## src/hdl/chs_pkg.sv

```systemverilog
// ----------------------------------------------------------------------------
// chs_pkg
// Shared constants, codes and controller/datapath types of the hash set.
// ----------------------------------------------------------------------------
`default_nettype none

package chs_pkg;

  localparam int MAX_BUCKETS_DEF = 64;
  localparam int CHAIN_DEPTH_DEF = 8;

  localparam int KEY_W    = 32;
  localparam int OP_W     = 2;
  localparam int CFG_W    = 7;
  localparam int CFG_RST  = 64;
  localparam int STAT_W   = 2;
  localparam int OUT_IW   = 6;
  localparam int OUT_LW   = 4;

  // remainder unit: DIV_BITS dividend bits per cycle
  localparam int DIV_BITS  = 4;
  localparam int DIV_STEPS = KEY_W / DIV_BITS;
  localparam int DIV_CW    = $clog2(DIV_STEPS);

  localparam logic [OP_W-1:0] OP_INSERT = 2'd0;
  localparam logic [OP_W-1:0] OP_REMOVE = 2'd1;

  localparam logic [STAT_W-1:0] STAT_OK        = 2'd0;
  localparam logic [STAT_W-1:0] STAT_NOT_FOUND = 2'd1;
  localparam logic [STAT_W-1:0] STAT_FULL      = 2'd2;

  typedef enum logic [3:0] {
    S_CLEAR, S_IDLE, S_DIV, S_LEN, S_SCAN_RD, S_SCAN_CMP,
    S_EXEC, S_SHIFT_RD, S_SHIFT_WR, S_DONE
  } state_t;

  typedef struct packed {
    logic clr_wr;
    logic load;
    logic div_step;
    logic len_rd;
    logic scan_rd;
    logic scan_cmp;
    logic exec;
    logic shift_rd;
    logic shift_wr;
    logic out_load;
  } cmd_t;

  typedef struct packed {
    logic clr_last;
    logic div_last;
    logic scan_end;
    logic hit;
    logic is_rem;
    logic found;
    logic out_busy;
  } sts_t;

endpackage

`default_nettype wire

```

## src/hdl/chs_ctrl.sv

```systemverilog
// ----------------------------------------------------------------------------
// chs_ctrl
// Sequencer: clearing pass, remainder, chain scan, update and compaction.
// ----------------------------------------------------------------------------
`default_nettype none

module chs_ctrl
  import chs_pkg::*;
(
  input  wire  clk,
  input  wire  rst_n,
  input  wire  in_tvalid,
  output logic in_tready,
  input  sts_t sts,
  output cmd_t cmd
);

  state_t state_r, state_nxt;

  always_ff @(posedge clk) begin
    if (!rst_n) state_r <= S_CLEAR;
    else        state_r <= state_nxt;
  end

  always_comb begin
    state_nxt = state_r;
    cmd       = '0;
    in_tready = 1'b0;
    case (state_r)
      S_CLEAR: begin
        cmd.clr_wr = 1'b1;
        if (sts.clr_last) state_nxt = S_IDLE;
      end
      S_IDLE: begin
        in_tready = 1'b1;
        if (in_tvalid) begin
          cmd.load  = 1'b1;
          state_nxt = S_DIV;
        end
      end
      S_DIV: begin
        cmd.div_step = 1'b1;
        if (sts.div_last) state_nxt = S_LEN;
      end
      S_LEN: begin
        cmd.len_rd = 1'b1;
        state_nxt  = S_SCAN_RD;
      end
      S_SCAN_RD: begin
        if (sts.scan_end) state_nxt = S_EXEC;
        else begin
          cmd.scan_rd = 1'b1;
          state_nxt   = S_SCAN_CMP;
        end
      end
      S_SCAN_CMP: begin
        cmd.scan_cmp = 1'b1;
        state_nxt    = sts.hit ? S_EXEC : S_SCAN_RD;
      end
      S_EXEC: begin
        cmd.exec  = 1'b1;
        state_nxt = (sts.is_rem && sts.found) ? S_SHIFT_RD : S_DONE;
      end
      S_SHIFT_RD: begin
        if (sts.scan_end) state_nxt = S_DONE;
        else begin
          cmd.shift_rd = 1'b1;
          state_nxt    = S_SHIFT_WR;
        end
      end
      S_SHIFT_WR: begin
        cmd.shift_wr = 1'b1;
        state_nxt    = S_SHIFT_RD;
      end
      S_DONE: begin
        if (!sts.out_busy) begin
          cmd.out_load = 1'b1;
          state_nxt    = S_IDLE;
        end
      end
      default: state_nxt = S_CLEAR;
    endcase
  end

endmodule

`default_nettype wire

```

## config.mk

```make
export PLATFORM = sky130hd
export DESIGN_NAME = chs_ctrl
export DESIGN_NICKNAME = d
export VERILOG_FILES = /design/src/hdl/chs_pkg.sv /design/src/hdl/chs_ctrl.sv
export SDC_FILE = /design/constraint.sdc
export NUM_CORES = 1
export LEC_CHECK = 0
export BUFFER_PORTS_ARGS = -buffer_cell sky130_fd_sc_hd__clkbuf_2
export CORE_MARGIN = 2
export CORE_UTILIZATION = 25
export DETAILED_ROUTE_END_ITERATION = 10
export GPL_TIMING_DRIVEN = 1
export PLACE_DENSITY_LB_ADDON = 0.15
export SYNTH_ARGS = -nofsm -noshare
export SYNTH_HDL_FRONTEND = slang
export SYNTH_SLANG_ARGS = --single-unit
```

## constraint.sdc

```tcl
create_clock -name clk -period 1.3 [get_ports clk]
set_input_delay 0.065 -clock clk [delete_from_list [all_inputs] [get_ports clk]]
set_output_delay 0.065 -clock clk [all_outputs]
set_load 0.02 [all_outputs]
```

==> results of run 1 <==
## final cells by class
| class | instances | area (sq um) |
|---|---|---|
| Tap cell | 16 | 20.02 |
| Timing Repair Buffer | 40 | 309.0 |
| Multi-Input combinational cell | 49 | 420.4 |
| Sequential cell | 4 | 90.09 |
| Fill cell | 147 | 661.9 |
| Clock buffer | 3 | 22.52 |
## critical path, cell delays in order, from the launching register on
cell and delay [ps]:
dfxtp_4 330, or3b_4 430, nor3b_2 160, buf_4 160
## kinds of logic after synthesis
| family | synth area share (%) |
|---|---|
| AOI/OAI and AO/OA | 25.53 |
| DFF | 19.45 |
| and+or+nand+nor | 50.15 |
| buffers and inverters | 4.863 |
## worst paths after layout
kind,end,from
setup / recovery,cmd[0],state_r[2]
hold / removal,state_r[2],rst_n
setup reg to reg,state_r[1],state_r[2]
hold reg to reg,state_r[3],state_r[1]
## synthesized netlist by cell type, drive strengths merged, types with 2 or more instances
master	number	area, sq um
buf	4	20.02
nor4	2	12.51
nor2b	3	18.77
nand2	3	11.26
a21boi	2	15.01
o21ai	3	15.01
nand3	2	10.01
and2	2	12.51
nand2b	5	31.28
a21oi	2	10.01
nor3	5	25.02
nor2	8	37.54
nand4	2	12.51
dfxtp	4	80.08
## metal layers
layer | share of wire, % | global-route usage [%] | wire (um) | up-vias
met5 | 0 | 0 | 0 | -
met4 | 0 | 7.273 | 0 | 0
met3 | 4.0 | 2.449 | 54 | 0
met2 | 54 | 25.80 | 729 | 16
met1 | 42 | 19.32 | 561 | 259
li1 | - | - | - | 287
## repair_timing
item / 4_1_cts / 5_1_grt
gates cloned: 0 / 0
gates resized for setup: 17 / 26
setup endpoints to repair: 10 / 10
buffers inserted: 5 / 6
pin swaps: 6 / 9
## where the power goes
group	internal, uW	leakage (uW)	switching, uW	total, uW
clock	103	0.0000138	47.6	151
combinational	242	0.000323	224	466
sequential	140	0.0000349	17.6	158
total	485	0.000371	290	775
## stage by stage
step           std cells  cell area, sq um  hold WS, ps  TNS (ps)  utilization [%]
3_3_place_gp          98             611.8        345.1         0            40.15
5_1_grt              112             862.1        115.9    -344.4            56.57
6_report             112             862.1        95.66    -133.2            56.57
2_1_floorplan         57             444.2        181.1         0                -
3_5_place_dp          98             611.8        346.0         0            40.15
4_1_cts              106             744.5        94.55    -275.3            48.85
==> flow_metrics.env, run 1 <==
export IMPL_largest_reg_flops=4
export IMPL_r2r_cells=5
export IMPL_final_common_cell="buf_4"
export IMPL_start_util_pct=27.01
export IMPL_cts_tree="done"
export IMPL_wirelength_um=1345
export IMPL_dp_hpwl_um=1034
export IMPL_grt_overflow_total=0
export IMPL_hold_viol=0
export IMPL_grt_pass1_vias=552
export IMPL_worst_slew_pin_slew_ps=226.9
export IMPL_die_area_sq_um=1987
export IMPL_grt_antenna_before_repair=0
export IMPL_avgRoutedWirePerCell_um=12.01
export IMPL_io_pins=21
export IMPL_synth_warnings=0
export IMPL_path_max_fanout=3
export IMPL_placement_rows=14
export IMPL_nets=108
export IMPL_ant_nets=0
export IMPL_regMostFlops="state_r"
export IMPL_relSlewSlack_pct=84.81
export IMPL_via_per_inst=5.018
export IMPL_worst_slack_ps=-79.45
export IMPL_finalMaxSlewViolations=0
export IMPL_maxCapViolations=0
export IMPL_grt_pass1_wl_um=2263
export IMPL_finalPower_uw=775.1
export IMPL_min_path_type="input port to flop"
export IMPL_outcome="finished, violations left"
export IMPL_fin_crit_ps=1379
export IMPL_hold_buffers=0
export IMPL_syn_area_per_cell_sq_um=7.222
export IMPL_syn_cell_area_sq_um=411.6
export IMPL_die_w_um=44.58
export IMPL_cts_buffers=3
export IMPL_clockBufferDepth=2
export IMPL_synth_flop_cell="dfxtp_1"
export IMPL_clkTransAtPathRegs_ps=30
export IMPL_diodes=0
export IMPL_p_leak_uw=0.0003715
export IMPL_final_cell_mix="buf_4 (20), clkbuf_2 (11), nor2_1 (5), buf_6 (5)"
export IMPL_max_freq_ghz=0.7249
export IMPL_synth_edf_count=0
export IMPL_setup_viol=3
export IMPL_crit_type="flop to primary output"
export IMPL_cp_arrival_ps=1310
export IMPL_rsz0062_at_grt="true"
export IMPL_remaining_drc_errors=0
export IMPL_async_reset_ff_share_pct=0
export IMPL_synth_yosys_seq_area_share_pct=19.45
export IMPL_drive_gt1_share_pct=68.75
export IMPL_finClkSkew_ps=2.294
export IMPL_vias=562
export IMPL_synth_nets=67
export IMPL_synth_distinct_cells=26
export IMPL_fin_crit_sh_pct=106.1
export IMPL_synth_seq_cells=4
export IMPL_io_buffers=20
export IMPL_peakVddDrop_uv=373.4
export IMPL_drtIter0Drc=1
export IMPL_worst_setup_path_start_kind="flop"
export IMPL_clk_latency_ps=230
export IMPL_place_ws_ps=97.67
export IMPL_syn_instance_count=57
export IMPL_end_kind="primary output"
export IMPL_hold_depth=2
export IMPL_rrSetupSlack_ps=10
export IMPL_cts_num_sinks=4
export IMPL_syn2layout_area_growth_pct=109.4
export IMPL_violations="setup timing"
export IMPL_place_gp_congestion=0.7582
export IMPL_pwr_density_cell_nw_per_um2=899.1
export IMPL_drt_pass1_iterations=2
export IMPL_grt_max_degree=8
export IMPL_worstPathRequired_ps=1240
export IMPL_h_tree_depth=1
export IMPL_root_buffer="clkbuf_4"
export IMPL_coreArea_sq_um=1524
export IMPL_top_regs="state_r (4)"
export IMPL_grt_util_all_layers_pct=15.51
export IMPL_die_y_um=44.58
No activity file was read; power rests on OpenSTA's default activity.
==> run 2: changes to the inputs <==
Settings changed: TNS_END_PERCENT from default to 50.
==> run 2 against run 1 <==
Net effect: the flow still finishes with violations (setup timing); register-to-register slack worse by 40 ps; sequential share of layout area increased by 0.57 points; sequential cell count unchanged; via count down 5.7%; utilization is 4.4 points lower; clock-buffer cell count stayed put; hold slack improved by 21 ps; cell count is 6.3% lower; power fell by 7.5%; maximum frequency down 0.21%; sequential power is 14% higher; cell area shrank 7.8%.
==> flow_metrics.env, run 2 (synthesis results as in run 1) <==
export IMPL_outcome="finished, violations left"
export IMPL_violations="setup timing"
export IMPL_die_area_sq_um=1987
export IMPL_worst_setup_path_start_kind="flop"
export IMPL_drive_gt1_share_pct=62.92
export IMPL_setup_viol=3
export IMPL_worstPathRequired_ps=1240
export IMPL_end_kind="primary output"
export IMPL_p_leak_uw=0.0003299
export IMPL_finalMaxSlewViolations=0
export IMPL_diodes=0
export IMPL_r2r_cells=6
export IMPL_rsz0062_at_grt="true"
export IMPL_die_y_um=44.58
export IMPL_busiest_layer="met2"
export IMPL_fin_crit_sh_pct=106.3
export IMPL_cp_top_family="simple AND/OR/NAND/NOR gates"
export IMPL_clkTransAtPathRegs_ps=30
export IMPL_grt_met1_usage_pct=19.36
export IMPL_grt_max_degree=12
export IMPL_io_buffers=20
export IMPL_max_stage_delay_ps=430
export IMPL_critPathSlowestCell="or3b_4"
export IMPL_r2r_start="state_r[3]"
export IMPL_final_common_cell="buf_4"
export IMPL_root_buffer="clkbuf_4"
export IMPL_largest_reg_flops=4
export IMPL_grt_use_met2_pct=24.93
export IMPL_path_max_fanout=4
export IMPL_h_tree_depth=1
export IMPL_worst_slack_ps=-82.39
export IMPL_maxCapViolations=0
export IMPL_cp_depth=3
export IMPL_cts_num_sinks=4
export IMPL_finClkSkew_ps=2.423
export IMPL_worst_slew_pin_slew_ps=221.0
export IMPL_rrSetupSlack_ps=-30
export IMPL_grt_util_all_layers_pct=15.36
export IMPL_cp_arrival_ps=1320
export IMPL_pwr_density_cell_nw_per_um2=902.0
export IMPL_syn2layout_area_growth_pct=93.01
export IMPL_grt_pass1_vias=518
export IMPL_min_path_type="input port to flop"
export IMPL_drt_pass1_iterations=2
export IMPL_cp_num_buf_inv=1
export IMPL_clockBufferDepth=2
export IMPL_avgRoutedWirePerCell_um=12.57
export IMPL_grt_antenna_before_repair=0
export IMPL_coreArea_sq_um=1524
export IMPL_nets=101
export IMPL_fin_crit_ps=1382
export IMPL_grt_use_met3_pct=6.531
export IMPL_critPathLaunch="state_r[1]"
export IMPL_final_cell_mix="buf_4 (14), clkbuf_2 (10), nor2_1 (5), buf_6 (5)"
export IMPL_grt_pass1_wl_um=2201
export IMPL_vias=530
export IMPL_drtIter0Drc=4
export IMPL_regMostFlops="state_r"
export IMPL_relSlewSlack_pct=85.11
export IMPL_ant_nets=0
export IMPL_die_w_um=44.58
export IMPL_r2r_end="state_r[1]"
export IMPL_crit_type="flop to primary output"
export IMPL_worst_hold_startpoint="rst_n"
export IMPL_hold_buffers=0
export IMPL_cts_tree="done"
export IMPL_grt_overflow_total=0
export IMPL_hold_viol=0
export IMPL_remaining_drc_errors=0
export IMPL_wirelength_um=1320
export IMPL_via_per_inst=5.048
export IMPL_setup_tns_ps=-176.9
export IMPL_crit_end="cmd[0]"
export IMPL_max_freq_ghz=0.7234
export IMPL_clk_latency_ps=230
export IMPL_peakVddDrop_uv=550.4
export IMPL_start_util_pct=27.01
export IMPL_finalPower_uw=716.6
export IMPL_placement_rows=14
export IMPL_path_cells="or3b_4 > nor3b_2 > buf_4"
export IMPL_cts_buffers=3
export IMPL_place_gp_congestion=0.7235
export IMPL_dp_hpwl_um=980.6
export IMPL_io_pins=21
export IMPL_top_regs="state_r (4)"
run 2: layer usage:
metal  wire [um]  vias to the layer above
met1         548                      240
met5           0                        -
met3          88                        0
met2         683                       16
met4           0                        0
li1            -                      274
run 2: worst min-delay path by stage:
| stage | slack (ps) | end | depth (start not counted) |
|---|---|---|---|
| 5_1_grt | 130 | state_r[2] | 2 |
| 4_1_cts | 110 | state_r[3] | 3 |
| 6_report | 120 | state_r[2] | 2 |
| 3_5_place_dp | 370 | state_r[3] | 3 |
| 3_3_place_gp | 360 | state_r[3] | 3 |
| 2_1_floorplan | 180 | state_r[2] | 1 |
run 2: report_power, final:
| part | total (uW) | switching (uW) | internal (uW) |
|---|---|---|---|
| clock | 151 | 47.8 | 103 |
| combinational | 386 | 190 | 196 |
| sequential | 180 | 37.5 | 143 |
| total | 717 | 275 | 442 |
run 2: worst reg2reg max path: stages, from the launching register on:
cell and delay, ps:
dfxtp_2 320, buf_4 140, buf_4 130, and2_1 120
o211ai_1 230, nand4_1 170, a2bb2oi_2 150
run 2: final cells by class:
class | instances | area (sq um)
Fill cell | 149 | 729.5
Multi-Input combinational cell | 49 | 404.1
Timing Repair Buffer | 33 | 260.3
Sequential cell | 4 | 87.58
Clock buffer | 3 | 22.52
Tap cell | 16 | 20.02
run 2: repair_timing:
item                                    4_1_cts  5_1_grt
endpoints found under the setup margin       10       14
endpoints found under the hold margin         0        0
setup buffers                                 3        0
pin swaps                                     4        7
gates resized for setup                      16       29
run 2: per-stage QoR:
step	instances	hold slack [ps]	instance area [sq um]	utilization, %	setup slack, ps
finish	105	116.9	794.5	52.13	-82.39
global route	105	133.1	794.5	52.13	-142.7
CTS	105	113.9	706.9	46.39	-119.3
detailed placement	99	365.1	601.8	39.49	24.16
global placement	99	363.5	601.8	39.49	19.32
floorplan	57	182.5	426.7	-	-104.8
